File: src/rtl/core/cau_pkg.sv
// Shared types and constants for the complex arithmetic unit.
package cau_pkg;

    localparam int DataW  = 16;
    localparam int FracW  = 8;
    localparam int QuotW  = 17;
    localparam int DivW   = 32;
    localparam int MagW   = 40;
    localparam int RemW   = DivW + QuotW;

    typedef enum logic [1:0] {
        OP_ADD = 2'd0,
        OP_SUB = 2'd1,
        OP_MUL = 2'd2,
        OP_DIV = 2'd3
    } op_t;

    typedef struct packed {
        op_t                     op;
        logic                    dz;
        logic signed [DataW-1:0] a_re;
        logic signed [DataW-1:0] a_im;
        logic signed [DataW-1:0] b_re;
        logic signed [DataW-1:0] b_im;
    } item_t;

endpackage

File: src/rtl/core/cau_queue.sv
// Two-entry queue between front and back.
module cau_queue
    import cau_pkg::*;
(
    input  logic  aclk,
    input  logic  aresetn,
    input  logic  wr_valid,
    output logic  wr_ready,
    input  item_t wr_item,
    output logic  rd_valid,
    input  logic  rd_ready,
    output item_t rd_item
);

    item_t      mem [0:1];
    logic       wp_reg;
    logic       rp_reg;
    logic [1:0] cnt_reg;
    logic       push;
    logic       pop;

    assign wr_ready = (cnt_reg != 2'd2);
    assign rd_valid = (cnt_reg != 2'd0);
    assign rd_item  = mem[rp_reg];
    assign push     = wr_valid && wr_ready;
    assign pop      = rd_valid && rd_ready;

    always_ff @(posedge aclk) begin
        if (!aresetn) begin
            wp_reg  <= 1'b0;
            rp_reg  <= 1'b0;
            cnt_reg <= 2'd0;
        end else begin
            if (push) begin
                wp_reg <= !wp_reg;
            end
            if (pop) begin
                rp_reg <= !rp_reg;
            end
            cnt_reg <= cnt_reg + {1'b0, push} - {1'b0, pop};
        end
    end

    always_ff @(posedge aclk) begin
        if (push) begin
            mem[wp_reg] <= wr_item;
        end
    end

endmodule

File: config.mk
export PLATFORM = sky130hd
export DESIGN_NAME = cau_queue
export DESIGN_NICKNAME = d
export VERILOG_FILES = /design/src/rtl/core/cau_pkg.sv /design/src/rtl/core/cau_queue.sv
export SDC_FILE = /design/constraint.sdc
export NUM_CORES = 1
export LEC_CHECK = 0
export BUFFER_PORTS_ARGS = -buffer_cell sky130_fd_sc_hd__buf_2
export CORE_MARGIN = 1.5
export CORE_UTILIZATION = 47
export CTS_BUF_LIST = sky130_fd_sc_hd__clkbuf_4 sky130_fd_sc_hd__clkbuf_8 sky130_fd_sc_hd__clkbuf_16
export DETAILED_ROUTE_END_ITERATION = 16
export GPL_TIMING_DRIVEN = 0
export PLACE_DENSITY_LB_ADDON = 0.15
export REMOVE_ABC_BUFFERS = 1
export SETUP_SLACK_MARGIN = 0.5
export SYNTH_ARGS = -nofsm -noshare
export SYNTH_HDL_FRONTEND = slang
export SYNTH_SLANG_ARGS = --single-unit
File: constraint.sdc
create_clock -name aclk -period 2.72 [get_ports aclk]
set_clock_uncertainty 0.05 [all_clocks]
set_input_delay 0.816 -clock aclk [delete_from_list [all_inputs] [get_ports aclk]]
set_output_delay 0.816 -clock aclk [all_outputs]
set_load 0.05 [all_outputs]
* After elaboration in Yosys (flattened, before gate mapping)
Memory sizes are Yosys's and may differ from the RTL's. A register that Yosys moved wholly into a read port is not among the register bits.
Index checks and enable logic that the tools add are counted.
** Word-level totals
- Register bits :: 4
- Bits in latches :: 0
- RAM bits :: 134
- Memory bits (read-only) :: 0
- Bits of input ports :: 71
- Output and inout bits :: 69
- Word-level logic and storage cells :: 16
- Memories :: 1
** Cells by class
- Add/subtract/negate cells :: 2
- Multipliers :: 0
- Divide/modulo/power cells :: 0
- Order comparisons :: 0
- Equality and inequality tests :: 1
- Shift-type cells :: 0
- Mux-type cells :: 4
- Bitwise operators :: 0
- Reductions and logical operators :: 5
** Memories
- mem :: words 2, bits a word 67, rd ports 1, clocked after Yosys merged registers in 1, wr ports 1, line cau_queue.sv:15 : item_t mem [0:1];
** Operators by type and width (number)
- 2-to-1 mux 1 bit :: 4
- adder 2 x 1 -> 2 bit :: 1
- logical AND 1 bit :: 2
- logical NOT 1 bit :: 2
- != test 2 bit (second input constant) :: 1
- nonzero test 2 bit :: 1
- subtractor 2 x 1 -> 2 bit :: 1

* Logic depth before layout (Yosys ltp)
- Word-level depth :: 4
- Mapped depth :: 6

* Least setup slack after synthesis
Ideal clock, no wire load.
- Path kind :: reg-to-reg
- Start :: reg cnt_reg[0]
- End :: mem mem[1][0] (netlist name), enable pin
- Library setup time :: 433 ps
- Arrival :: 2599 ps
- Setup slack :: -362 ps
- Stages on the path, launching flop included :: 3
- Path buffers :: 0
- Cells stage by stage :: dfxtp_1 nand2b_1 and3_1
** On the way
- Word-level cells in the longest chain between the ends :: 4
** Ends and longest elaborated chain
- from (decl) :: line cau_queue.sv:18 : logic [1:0] cnt_reg;
- from (signal assigned) :: line cau_queue.sv:40 : cnt_reg <= cnt_reg + {1'b0, push} - {1'b0, pop};
- != test 2 bit :: line cau_queue.sv:22 : assign wr_ready = (cnt_reg != 2'd2);
- net wr_ready :: line cau_queue.sv:8 : output logic wr_ready,
- logical AND 1 bit :: line cau_queue.sv:25 : assign push = wr_valid && wr_ready;
- 2-to-1 mux 1 bit :: line cau_queue.sv:45 : if (push) begin
- 2-to-1 mux 1 bit (not written as such) :: line cau_queue.sv:46 : mem[wp_reg] <= wr_item;
- to (decl) :: line cau_queue.sv:15
The timed path passes the listed nets, and every way through them passes these cells.

==> results.toml <==
[status]
status = "finished clean"

[sta]
max_freq_mhz = 388.4
min_period_ns = 2.575
hold_slack_ns = 0.4401
setup_viol = 0
rsz0062_at_grt = "true"
max_slew_margin = 0.4119
period_share = 0.9466
worst_pin_slew_ns = 0.8821
drv_slew = 0
hold_viol = 0

[worst_setup_path]
critical_path.cell_chain = "buf_12, clkbuf_16, mux2_2, buf_6"
r2r-start = "cnt_reg[0]"
path_class = "flop to primary output"
worstReg2RegEnd = "mem[0][51]"
critPathSlowestCell = "dfxtp_4"
r2r_cells = 3
start_kind = "flop"
regToRegSetupSlack_ns = 0.90
critPathBufInv = 3
critical_path.max_fanout = 8
critPathMaxStageDelay_ns = 0.36
cp_data_arrival_time_ns = 1.71
path_delay_family = "buffers and inverters"
cp_data_required_time_ns = 1.85
critPathCaptureType = "primary output"

[worst_hold_path]
hp-start = "wr_item[20]"
hp-class = "primary input to flop"
min_to = "mem[0][20]"
worstHoldPathCells = 1

[placed_design]
io_buffers = 139
dpl_cell_area_um2 = 5967
hpwl_mm = 5.416
routabilityCongestion = 0.6660

[floorplanning]
ios = 140
start_util = 0.4895
rows = 37
die-height_um = 107.2
core_um2 = 10420
die_area_um2 = 11480
die_w_um = 107.2

[cts]
cts.sinks = 139
cts_max_level = 4
clockRootBuffer = "clkbuf_8"
clk_latency_ns = 0.51
postCtsHoldBufs = 0
numCtsBuffers = 17
path_clk_slew_ns = 0.06
clock_path_buffers = 2
cts_tree = "yes"

[drt]
drc = 0
ant_nets = 0
vias = 2719
drt_iter0_markers = 85
wl_per_cell_um = 17.94
firstDrtPassIters = 4
via_per_inst = 4.944
wl_mm = 9.869

[grt]
overflow = 0
grt_use_total = 0.1687
grt_max_degree = 68
antenna_found_initial = 0
grt_pass1_vias = 2833
grt_pass1_wl_mm = 13.89

[logic_synthesis]
synth_cell_types = 26
syn_avg_cell_area_um2 = 21.42
syn_inst = 238
netlist_area_um2 = 5099
synth_seq_cells = 139
ys_warn_count = 0
ys_seq_area_frac = 0.8088

[finish]
layout.nets = 474
drive_above_1_share = 0.5966
layout_commonest_cell = "edfxtp_1"
largest_register_ff_count = 134
fin_util = 0.6830
diodes = 0
mostFrequentLayoutCells = "134 x edfxtp_1, 70 x buf_2, 48 x buf_6, 43 x mux2_2, 23 x buf_4"
final_area_um2 = 7114
area_growth_pct = 39.53

[job]
maxCapViolCount = 0

[power]
p_leak_nw = 2.714
ir_drop_v = 0.0004694
pwr_density_cell_nw_per_um2 = 1000
-- layer usage --
metal  GRT usage  part of all wire  wire (um)  up-vias
li1            -                 -          -     1277
met4     0.08190             0.017        163        0
met1      0.1861              0.40       3964     1332
met3     0.06018             0.063        624       15
met5           0                 0          0        -
met2      0.2884              0.52       5118       95
-- cell families after synthesis --
group                    count (synthesis)  synth area share
AND/OR/NAND/NOR                         15           0.01792
flip-flops                             139            0.8088
multiplexers                            67            0.1480
AO/OA/AOI/OAI                            6          0.008589
buffers and inverters                    9           0.01252
XOR/XNOR                                 1          0.001718
adder cells (fa/ha/maj)                  1          0.002454
-- worst max-delay path by stage --
stage	start	end	slack, ns	cells after the start
2_1_floorplan	flop	rd_item[36]	-0.51	1
3_3_place_gp	flop	rd_item[15]	-1.51	2
3_5_place_dp	flop	rd_item[19]	0.28	3
4_1_cts	flop	rd_item[19]	0.10	3
5_1_grt	flop	rd_item[5]	0.09	4
6_report	flop	rd_item[5]	0.15	4
-- cell type report --
type,count,area (um^2)
clock buffer,21,444.2
clock inverter,10,77.57
fill,745,3302
inverter,2,10.01
multi-input combinational,90,978.4
sequential,139,4130
tap,136,170.2
timing repair buffer,152,1304
-- worst reg2reg max path: stages (launching register included) --
cell,delay (ns)
dfxtp_2,0.38
nand2b_4,0.16
nand3b_1,0.14
inv_4,0.63
-- power breakdown --
group	switching (mW)	total (mW)	internal (mW)
registers	0.0639	2.67	2.61
clock network	0.780	2.01	1.23
logic	1.47	2.44	0.970
-- synthesized netlist by cell type --
| master | number | share of area |
|---|---|---|
| a21oi_1 | 1 | 0.00098 |
| o21ai_0 | 2 | 0.0020 |
| mux2_1 | 30 | 0.066 |
| nor2b_1 | 1 | 0.0012 |
| xor2_1 | 1 | 0.0017 |
| nor2_1 | 4 | 0.0029 |
| inv_1 | 2 | 0.0015 |
| a21bo_2 | 1 | 0.0020 |
| buf_2 | 3 | 0.0029 |
| nand2b_1 | 1 | 0.0012 |
| dfxtp_1 | 5 | 0.020 |
| o21ba_1 | 1 | 0.0020 |
| buf_4 | 1 | 0.0015 |
| mux2_2 | 37 | 0.082 |
| nand3b_1 | 1 | 0.0015 |
| buf_6 | 3 | 0.0066 |
| nand3_1 | 1 | 0.00098 |
| o31a_1 | 1 | 0.0017 |
| nor3_2 | 1 | 0.0020 |
| nor4_1 | 1 | 0.0012 |
| edfxtp_1 | 134 | 0.79 |
| or2_2 | 1 | 0.0012 |
| and2_1 | 1 | 0.0012 |
| ha_1 | 1 | 0.0025 |
| and3_1 | 2 | 0.0025 |
| nor4bb_1 | 1 | 0.0020 |
-- what timing repair did --
item	CTS	global route
gates cloned	1	4
resized for setup	40	155
setup buffers	4	2
setup endpoints to repair	69	67
-- stage by stage --
| step | worst slack (ns) | total power, mW | instances | TNS, ns |
|---|---|---|---|---|
| 2_1_floorplan | -0.5124 | 4.130 | 231 | -65.48 |
| 3_3_place_gp | -1.508 | 4.542 | 506 | -245.63 |
| 3_5_place_dp | 0.2842 | 4.551 | 508 | 0 |
| 4_1_cts | 0.1025 | 6.755 | 544 | 0 |
| 5_1_grt | 0.09353 | 7.367 | 550 | 0 |
| 6_report | 0.1453 | 7.115 | 550 | 0 |
Power figures use the tool's default switching activity.
