==> src/rtl/core/cau_pkg.sv <==
// Shared types and constants for the complex arithmetic unit.
package cau_pkg;

    localparam int DataW  = 16;
    localparam int FracW  = 8;
    localparam int QuotW  = 17;
    localparam int DivW   = 32;
    localparam int MagW   = 40;
    localparam int RemW   = DivW + QuotW;

    typedef enum logic [1:0] {
        OP_ADD = 2'd0,
        OP_SUB = 2'd1,
        OP_MUL = 2'd2,
        OP_DIV = 2'd3
    } op_t;

    typedef struct packed {
        op_t                     op;
        logic                    dz;
        logic signed [DataW-1:0] a_re;
        logic signed [DataW-1:0] a_im;
        logic signed [DataW-1:0] b_re;
        logic signed [DataW-1:0] b_im;
    } item_t;

endpackage

==> src/rtl/core/cau_front.sv <==
// Front stage: accept operand beats and flag zero divisors.
module cau_front
    import cau_pkg::*;
(
    input  logic                    aclk,
    input  logic                    aresetn,
    input  logic                    s_valid,
    output logic                    s_ready,
    input  logic [1:0]              s_operation,
    input  logic signed [DataW-1:0] s_a_re,
    input  logic signed [DataW-1:0] s_a_im,
    input  logic signed [DataW-1:0] s_b_re,
    input  logic signed [DataW-1:0] s_b_im,
    output logic                    f_valid,
    input  logic                    f_ready,
    output item_t                   f_item
);

    logic  valid_reg;
    item_t item_reg;
    item_t item_next;

    assign s_ready = !valid_reg || f_ready;
    assign f_valid = valid_reg;
    assign f_item  = item_reg;

    always_comb begin
        item_next.op   = op_t'(s_operation);
        item_next.dz   = (op_t'(s_operation) == OP_DIV) && (s_b_re == '0) && (s_b_im == '0);
        item_next.a_re = s_a_re;
        item_next.a_im = s_a_im;
        item_next.b_re = s_b_re;
        item_next.b_im = s_b_im;
    end

    always_ff @(posedge aclk) begin
        if (!aresetn) begin
            valid_reg <= 1'b0;
        end else if (s_ready) begin
            valid_reg <= s_valid;
        end
    end

    always_ff @(posedge aclk) begin
        if (s_valid && s_ready) begin
            item_reg <= item_next;
        end
    end

endmodule

==> config.mk <==
export PLATFORM = sky130hd
export DESIGN_NAME = cau_front
export DESIGN_NICKNAME = d
export VERILOG_FILES = /design/src/rtl/core/cau_pkg.sv /design/src/rtl/core/cau_front.sv
export SDC_FILE = /design/constraint.sdc
export NUM_CORES = 1
export LEC_CHECK = 0
export ABC_AREA = 1
export BUFFER_PORTS_ARGS = -buffer_cell sky130_fd_sc_hd__buf_2
export CORE_MARGIN = 2
export CORE_UTILIZATION = 37
export DETAILED_ROUTE_END_ITERATION = 10
export HOLD_SLACK_MARGIN = 0.03
export PLACE_DENSITY_LB_ADDON = 0.25
export SYNTH_ARGS = -nofsm -noshare
export SYNTH_HDL_FRONTEND = slang
export SYNTH_SLANG_ARGS = --single-unit
==> constraint.sdc <==
create_clock -name aclk -period 4.6 [get_ports aclk]
set_input_delay 0.92 -clock aclk [delete_from_list [all_inputs] [get_ports aclk]]
set_output_delay 0.92 -clock aclk [all_outputs]
set_load 0.01 [all_outputs]
; After elaboration in Yosys (flattened, before gate mapping)
; Cells that the tools add are included.
[word_totals]
regBits = 68
output_inout_bits = 69
word_cells = 15
[classes]
n_eq_ne = 1
reduce_logical = 7
[op_table]
columns = cell, n
row1 = 16-bit zero test, 2
row2 = 1-bit logical AND, 3
row3 = 2-bit equality test (second input constant), 1
row4 = 1-bit zero test, 1
row5 = 1-bit logical OR, 1

; Longest topological paths before layout
; Gate-level depths: netlist of the first run.
[logic_depth]
ltp_word = 3
ltp_mapped = 5
depth_no_buf = 5

; Worst setup path after synthesis of the first run
; OpenSTA, ideal clock, no wires.
[synth_timing]
kind = input to register
from = input port s_valid
to = register item_reg, in the netlist f_item[0] (enable)
setup_time_ns = 0.514
arrival_time_ns = 4.208
path_slack_ns = -0.122
path_stages = 2
path_buffers = 0
path_cell_list = inv_1 a21oi_1
[synth_between]
elab_chain_len = 1
[synth_rtl]
columns = element, line
row1 = from (decl), cau_front.sv:7  ; input logic s_valid,
row2 = 1-bit logical AND, cau_front.sv:45  ; if (s_valid && s_ready) begin
row3 = to (signal assigned), cau_front.sv:46  ; item_reg <= item_next;
row4 = to (decl), cau_front.sv:20  ; item_t item_reg;
; No other way between the ends.
; A chain may end at the register's enable or synchronous reset.

; Worst setup path after layout of the first run
[layout_timing]
from = input port f_ready
to = register item_reg, in the netlist f_item[44] (enable)
[layout_between]
elab_chain_len = 2
[layout_rtl]
columns = element, line
row1 = from (decl), cau_front.sv:15  ; input logic f_ready,
row2 = 1-bit logical OR, cau_front.sv:23  ; assign s_ready = !valid_reg || f_ready;
row3 = 1-bit logical AND, cau_front.sv:45
; No other way between the ends.

==> results of run 1 <==
logic make-up (layout without fill, tap and decap cells):
kind of cell | after synthesis | count (layout)
compound gates | 2 | 2
buf+inv | 2 | 157
flops | 68 | 68
simple gates | 32 | 32
cells in the mapped netlist:
library cell / n / share of area, %
a21oi_1: 1 / 0.23
nand2_1: 9 / 1.6
a21boi_0: 1 / 0.35
edfxtp_1: 67 / 93
dfxtp_1: 1 / 0.92
nor2_1: 21 / 3.6
inv_1: 2 / 0.35
nand3_1: 2 / 0.46
power groups by stage:
stage | sequential [mW] | clock [mW] | combinational (mW)
floorplan | 0.768 | 0 | 0.0162
global placement | 0.745 | 0 | 0.107
detailed placement | 0.746 | 0 | 0.109
CTS | 0.733 | 0.415 | 0.109
global route | 0.735 | 0.442 | 0.118
finish | 0.732 | 0.403 | 0.107
stage by stage:
stage	area (sq um)	std cells	power, mW
after floorplan	2180	104	0.784
after global placement	2970	315	0.851
after detailed placement	2970	315	0.854
after CTS	3130	331	1.26
after global routing	3130	331	1.29
final	3130	331	1.24
sequential cells by signal (all words and copies together) (netlist names):
name / flops
f_valid: 1
f_item: 67
critical path, cell delays in order:
cell and delay (ns):
buf_2 0.07, inv_1 0.06, a21oi_4 0.70, buf_4 0.55
cell type report:
type,count,area [sq um],share of cell area (%)
clock buffer,16,160,5.11
inverter,2,7.51,0.240
multi-input combinational,34,146,4.67
sequential,68,2030,64.8
tap,72,90.1,2.87
timing repair buffer,139,698,22.3
how the worst max path moves through the flow:
stage | start | end | depth (start not counted)
after global routing | f_ready | f_item[36] | 4
after CTS | f_ready | f_item[63] | 4
after floorplan | f_ready | f_item[0] | 2
final | f_ready | f_item[44] | 4
after detailed placement | f_ready | f_item[46] | 4
after global placement | f_ready | f_item[48] | 4
layout by cell type (no fill, tap or decap):
cell and count:
buf_2 138, edfxtp_1 67, nor2_1 21, clkbuf_8 10
nand2_1 9, clkbuf_1 6, inv_1 2, nand3_1 2
a21oi_4 1, a21boi_0 1, dfxtp_1 1, buf_4 1
layer usage:
layer	vias up	global-route usage, %
met1	631	13.9
li1	687	-
met2	116	21.0
met4	0	9.66
met3	9	8.31
met5	-	0
==> impl_metrics.ini, run 1 <==
[pwr]
power_switching_mw = 0.259
switching_share_pct = 20.9
pwr-share-comb_pct = 8.6
power_density_nw_per_um2 = 396
clkPwrFrac_pct = 32.4
p_leak_nw = 1.34
power_internal_mw = 0.983
power.share.sequential_pct = 58.9
ir_worst_vdd_mv = 0.205

[cts]
cts_setup_buffers = 0
cts.repair.resized = 0
cts_buffers = 9
clock_insertion_delay_worst_skew_ns = 0.33
ctsHoldBuffers = 0
h-tree-depth = 3
root_buffer = clkbuf_8
cts.sinks = 68
cts_tree = built
cts_max_path_bufs = 2
clk_pin_slew_ns = 0.06

[setup_path]
worstSetupPathType = input port to register
cp.arrival_ns = 2.33
reg2reg_from = f_valid
maximum_fanout_count_along_the_critical_path = 40
reg2reg_setup_slack_ns = 2.62
r2r_endpoint = f_item[44]
setup.worst_path.start_class = input port
worst-endpoint-required_ns = 4.57
timing.critical_path.to_type = register
timing.reg2reg.worst_path_depth = 2

[synthesis]
synth-seq-area-share_pct = 93.4
ys_ff_latch = 68
area_fraction_in_compound_gates_after_synthesis_pct = 0.575
post_synth_xor_area_fraction_pct = 0
muxShareOfSynthArea_pct = 0
synth-warning-count = 0
synthAdderAreaFrac_pct = 0
synth-simple-area-share_pct = 5.64
syn_area_sq_um = 2170
synth_top_family_by_area = simple AND/OR/NAND/NOR gates
postSynthNetCount = 174
synthesis.instances = 104
post_synth_num_cell_types = 8
average_instance_area_after_synthesis_sq_um = 20.9

[floorplan]
row_count = 27
io_pins = 139
total_core_area_sq_um = 5610
die_x_microns = 80.7
initial_cell_density_of_the_core_pct = 38.8
design.die.area_sq_um = 6510
die_y_microns = 80.7

[timing]
fin_tns_setup_ns = 0
grt_setup_unrepaired = no
maxClockFrequency_mhz = 425
worst-slew-pin-transition_ns = 0.876
worst_slack_ns = 2.25
worst_slew_margin_relative_to_its_limit_pct = 41.5
count_of_final_hold_check_violations = 0
finalClockSkew_ns = 0.00448
timing_max_transition_violations_final = 0
fin_worst_hold_slack_ns = 0.579
layout_min_cycle_time_ns = 2.35
min_period_over_period_pct = 51.1
total_setup_violations_reported_at_the_end_of_the_flow = 0

[route]
viasPerCell = 4.36
total_via_count_after_detailed_routing = 1443
ant_nets = 0
wl_met1_microns = 1700
dr.first_iter.drc_count = 33
routed_wire_length_per_instance_microns = 13.3
drc = 0
wl_met2_microns = 1890
drt_first_pass_iters = 4
routed-wl-met3_microns = 706
routed_wirelength_microns = 4390
highest-signal-layer = met4

[cells_and_area]
fillers = 477
areaGrowthSynthToFinish_pct = 44.1
utilization_pct = 55.9
layout-drive-gt1-share_pct = 57.9
antennaDiodeCount = 0
layout.nets = 324

[worst_hold_path]
holdCritPathClass = register to register
worst_min_path_start = f_valid
min_delay_worst_endpoint = f_valid
holdPathStages = 2

[global_routing]
number_of_global_route_vias_before_repair = 1427
grt.total_usage_pct = 13.8
first_pass_grt_wire_length_microns = 6200
global_route_overflow = 0
grt_antenna_before_repair = 0
grt_start_max_net_pins = 41

[placed_design]
placement_stage_worst_setup_slack_ns = 1.87
place.port_buffers = 138
gp_routability_congestion = 0.700

[run]
cap_violations = 0

[status]
run_status = finished clean
Power figures use the tool's default switching activity.
==> inputs of run 2 (changes only) <==
--- a/config.mk
+++ b/config.mk
@@ -8,7 +8,7 @@
 export ABC_AREA = 1
 export BUFFER_PORTS_ARGS = -buffer_cell sky130_fd_sc_hd__buf_2
 export CORE_MARGIN = 2
-export CORE_UTILIZATION = 37
+export CORE_UTILIZATION = 41
 export DETAILED_ROUTE_END_ITERATION = 10
 export HOLD_SLACK_MARGIN = 0.03
 export PLACE_DENSITY_LB_ADDON = 0.25
==> constraint.sdc (replaced) <==
create_clock -name aclk -period 2.2 [get_ports aclk]
set_input_delay 0.44 -clock aclk [delete_from_list [all_inputs] [get_ports aclk]]
set_output_delay 0.44 -clock aclk [all_outputs]
set_load 0.01 [all_outputs]
==> impl_metrics.ini, run 2 (same netlist as run 1, synthesis figures left out) <==
[setup_path]
setup.worst_path.start_class = register
worst-endpoint-required_ns = 1.76
worstSetupPathType = register to output pin
critical_path.cell_chain = nand2_1, buf_2
cp.arrival_ns = 0.93
crit_slowest_cell = dfxtp_1
maximum_fanout_count_along_the_critical_path = 3
timing.critical_path.to_type = output pin
peak_per_stage_delay_on_the_critical_path_ns = 0.39
timing.reg2reg.worst_path_depth = 2

[route]
drc = 0
drt_first_pass_iters = 4
total_via_count_after_detailed_routing = 1384
viasPerCell = 4.22
routed_wire_length_per_instance_microns = 12.4
routed_wirelength_microns = 4070
dr.first_iter.drc_count = 72
ant_nets = 0

[cts]
cts_setup_buffers = 0
root_buffer = clkbuf_8
clock_insertion_delay_worst_skew_ns = 0.32
cts.sinks = 68
cts_tree = built
cts_buffers = 9
cts_max_path_bufs = 2
clk_pin_slew_ns = 0.07
ctsHoldBuffers = 0
cts.repair.resized = 0
h-tree-depth = 3

[pwr]
clkPwrFrac_pct = 34.4
power_switching_mw = 0.552
switching_share_pct = 20.7
p_leak_nw = 1.36
power_internal_mw = 2.12
total_power_mw = 2.67
power.share.sequential_pct = 57.2
power_density_nw_per_um2 = 844
ir_worst_vdd_mv = 0.473
pwr-share-comb_pct = 8.4

[global_routing]
global_route_overflow = 0
grt.total_usage_pct = 14.4
first_pass_grt_wire_length_microns = 6110
grt_antenna_before_repair = 0
number_of_global_route_vias_before_repair = 1364
grt_start_max_net_pins = 68

[floorplan]
design.die.area_sq_um = 5900
total_core_area_sq_um = 5110
row_count = 26
io_pins = 139
initial_cell_density_of_the_core_pct = 42.6
die_x_microns = 76.8
die_y_microns = 76.8

[run]
cap_violations = 0

[cells_and_area]
largest_register_ff_count = 67
most_common_cell_after_layout_fill_and_taps_aside = buf_2
leading_cell_types_in_the_layout_fill_and_taps_excluded = 138 x buf_2, 67 x edfxtp_1, 21 x nor2_1, 9 x nand2_1, 9 x clkbuf_8
post_route_cell_area_sq_um = 3160
areaGrowthSynthToFinish_pct = 45.5
fillers = 408
layout-drive-gt1-share_pct = 59.7
layout.nets = 324
antennaDiodeCount = 0

[placed_design]
gp_routability_congestion = 0.682
place.port_buffers = 138
detailed_place.area_sq_um = 2980
hpwlAfterDp_microns = 3020

[timing]
total_setup_violations_reported_at_the_end_of_the_flow = 0
maxClockFrequency_mhz = 732
count_of_final_hold_check_violations = 0
timing_max_transition_violations_final = 0
worst_slew_margin_relative_to_its_limit_pct = 77.5
layout_min_cycle_time_ns = 1.37
worst-slew-pin-transition_ns = 0.337
finalClockSkew_ns = 0.00405
grt_setup_unrepaired = no
fin_tns_setup_ns = 0
min_period_over_period_pct = 62.1
fin_worst_hold_slack_ns = 0.292

[status]
run_status = finished clean

[worst_hold_path]
holdCritPathClass = input port to register
holdPathStages = 1
==> run 2: layout make-up <==
class                           count  area, sq um  share of cell area [%]
Clock buffer                        9          124                    3.91
Clock inverter                      6         56.3                    1.78
Inverter                            2         7.51                   0.237
Multi-Input combinational cell     34          146                    4.63
Sequential cell                    68         2030                    64.2
Tap cell                           70         87.6                    2.77
Timing Repair Buffer              139          711                    22.5
==> run 2: power groups by stage <==
stage,Clock [mW],Sequential (mW),Combinational [mW]
after floorplan,0,1.60,0.0353
after global placement,0,1.56,0.226
after detailed placement,0,1.56,0.229
after CTS,0.951,1.53,0.229
after global routing,1.01,1.53,0.248
final,0.919,1.53,0.225
==> run 2: stage by stage <==
stage | instances | setup WS, ns | util (%)
5_1_grt | 328 | 0.768 | 62.0
3_5_place_dp | 313 | 0.791 | 58.4
2_1_floorplan | 104 | 0.135 | -
6_report | 328 | 0.833 | 62.0
3_3_place_gp | 313 | 0.801 | 58.4
4_1_cts | 328 | 0.802 | 62.0
==> run 2: critical path, delay by kind of cell (launching register included) <==
kind          cells  cell delay (ns)
simple gates      1             0.08
flops             1             0.39
buf+inv           1             0.14
==> run 2: path summary, 6_finish.rpt <==
check,start,to,slack [ns]
max,f_valid,s_ready,0.83
min,s_a_im[14],f_item[46],0.29
max reg2reg,f_valid,f_item[4],1.01
min reg2reg,f_valid,f_valid,0.54
==> run 2: routing by layer <==
layer | wire [microns] | vias up | global-route usage [%]
met5 | 0 | - | 0
met4 | 29 | 0 | 9.27
met3 | 674 | 2 | 8.24
met2 | 1870 | 100 | 21.4
met1 | 1490 | 595 | 15.7
li1 | - | 687 | -
==> inputs of run 3 (changes only) <==
==> constraint.sdc (replaced) <==
create_clock -name aclk -period 1.38 [get_ports aclk]
set_input_delay 0.276 -clock aclk [delete_from_list [all_inputs] [get_ports aclk]]
set_output_delay 0.276 -clock aclk [all_outputs]
set_load 0.01 [all_outputs]
==> impl_metrics.ini, run 3 (same netlist as run 1, synthesis figures left out) <==
[setup_path]
reg2reg_setup_slack_ns = 0.29
setup.worst_path.start_class = register
timing.reg2reg.worst_path_depth = 2
worst-endpoint-required_ns = 1.10
maximum_fanout_count_along_the_critical_path = 3
source_of_the_critical_timing_path = f_valid
endpoint = s_ready
r2r_endpoint = f_item[63]
cp.arrival_ns = 0.90
timing.critical_path.to_type = output pin
reg2reg_from = f_valid
worstSetupPathType = register to output pin

[cts]
cts.sinks = 68
h-tree-depth = 3
cts_tree = built
cts_max_path_bufs = 2
cts_setup_buffers = 0
cts.repair.resized = 0
root_buffer = clkbuf_8
clk_pin_slew_ns = 0.07
ctsHoldBuffers = 0
cts_buffers = 9
clock_insertion_delay_worst_skew_ns = 0.33

[timing]
worst-slew-pin-transition_ns = 0.183
grt_setup_unrepaired = no
total_setup_violations_reported_at_the_end_of_the_flow = 0
finalClockSkew_ns = 0.00933
fin_tns_setup_ns = 0
count_of_final_hold_check_violations = 0
layout_min_cycle_time_ns = 1.17
min_period_over_period_pct = 84.9
worst_slack_ns = 0.208
maxClockFrequency_mhz = 853
worst_slew_margin_relative_to_its_limit_pct = 87.8
timing_max_transition_violations_final = 0

[cells_and_area]
post_route_cell_area_sq_um = 3180
most_common_cell_after_layout_fill_and_taps_aside = buf_2
utilization_pct = 62.2
largest_register_ff_count = 67
leading_cell_types_in_the_layout_fill_and_taps_excluded = 138 x buf_2, 67 x edfxtp_1, 21 x nor2_1, 9 x nand2_1, 9 x clkbuf_8
antennaDiodeCount = 0
layout-drive-gt1-share_pct = 58.7
areaGrowthSynthToFinish_pct = 46.1
layout.nets = 325

[route]
viasPerCell = 4.29
total_via_count_after_detailed_routing = 1411
drc = 0
drt_first_pass_iters = 4
dr.first_iter.drc_count = 45
routed_wire_length_per_instance_microns = 12.5
routed_wirelength_microns = 4100
ant_nets = 0

[global_routing]
grt_start_max_net_pins = 36
grt.total_usage_pct = 14.8
global_route_overflow = 0
number_of_global_route_vias_before_repair = 1428
grt_antenna_before_repair = 0
first_pass_grt_wire_length_microns = 6360

[pwr]
p_leak_nw = 1.36
power_density_nw_per_um2 = 1330
ir_worst_vdd_mv = 1.07

[floorplan]
die_y_microns = 76.8
die_x_microns = 76.8
io_pins = 139
initial_cell_density_of_the_core_pct = 42.6
design.die.area_sq_um = 5900
row_count = 26
total_core_area_sq_um = 5110

[status]
run_status = finished clean

[run]
cap_violations = 0

[worst_hold_path]
holdCritPathClass = input port to register

[placed_design]
placement_stage_worst_setup_slack_ns = 0.191
place.port_buffers = 138
detailed_place.area_sq_um = 3010
gp_routability_congestion = 0.709
run 3: cell count changes in the layout (fill, tap and decap cells not counted), sizes merged:
| cell | change |
|---|---|
| clkbuf | +2 |
| buf | +1 |
| clkinv | -1 |
| clkinvlp | -1 |
run 3: report_power, final:
part / switching (mW) / internal (mW)
combinational: 0.199 / 0.167
clock: 0.621 / 0.807
sequential: 0.0258 / 2.41
run 3: area by class of cell:
cell class | instances | area, sq um
fillers | 397 | 1930
flip-flops and latches | 68 | 2030
repair buffers | 140 | 731
clock buffers | 11 | 131
clock inverters | 4 | 41.3
inverters | 2 | 7.51
multi-input cells | 34 | 146
well taps | 70 | 87.6
run 3: through the flow:
stage,hold slack [ns],power (mW),cells
floorplan,0.375,2.61,104
global placement,0.452,2.85,314
detailed placement,0.455,2.86,314
CTS,0.0969,4.31,329
global route,0.0955,4.41,329
finish,0.119,4.23,329
run 3: critical path, cell delays in order (launching register included):
cell and delay [ns]:
dfxtp_2 0.36, nand2_1 0.07, buf_2 0.14
run 3: layer usage:
| metal | share of wire [%] | routed length, microns | up-vias | track usage, % |
|---|---|---|---|---|
| met4 | 1.9 | 76 | 0 | 9.45 |
| li1 | - | - | 689 | - |
| met3 | 14 | 556 | 8 | 7.88 |
| met5 | 0 | 0 | - | 0 |
| met1 | 38 | 1560 | 615 | 16.3 |
| met2 | 46 | 1910 | 99 | 22.4 |
run 3: worst min path at each step:
| stage | start | endpoint | cells past startpoint | slack, ns |
|---|---|---|---|---|
| 2_1_floorplan | s_b_im[0] | f_item[0] | 0 | 0.37 |
| 3_3_place_gp | s_a_im[12] | f_item[44] | 1 | 0.45 |
| 3_5_place_dp | s_a_re[13] | f_item[61] | 1 | 0.45 |
| 4_1_cts | s_a_re[13] | f_item[61] | 1 | 0.1 |
| 5_1_grt | s_a_re[13] | f_item[61] | 1 | 0.1 |
| 6_report | s_a_im[4] | f_item[36] | 1 | 0.12 |
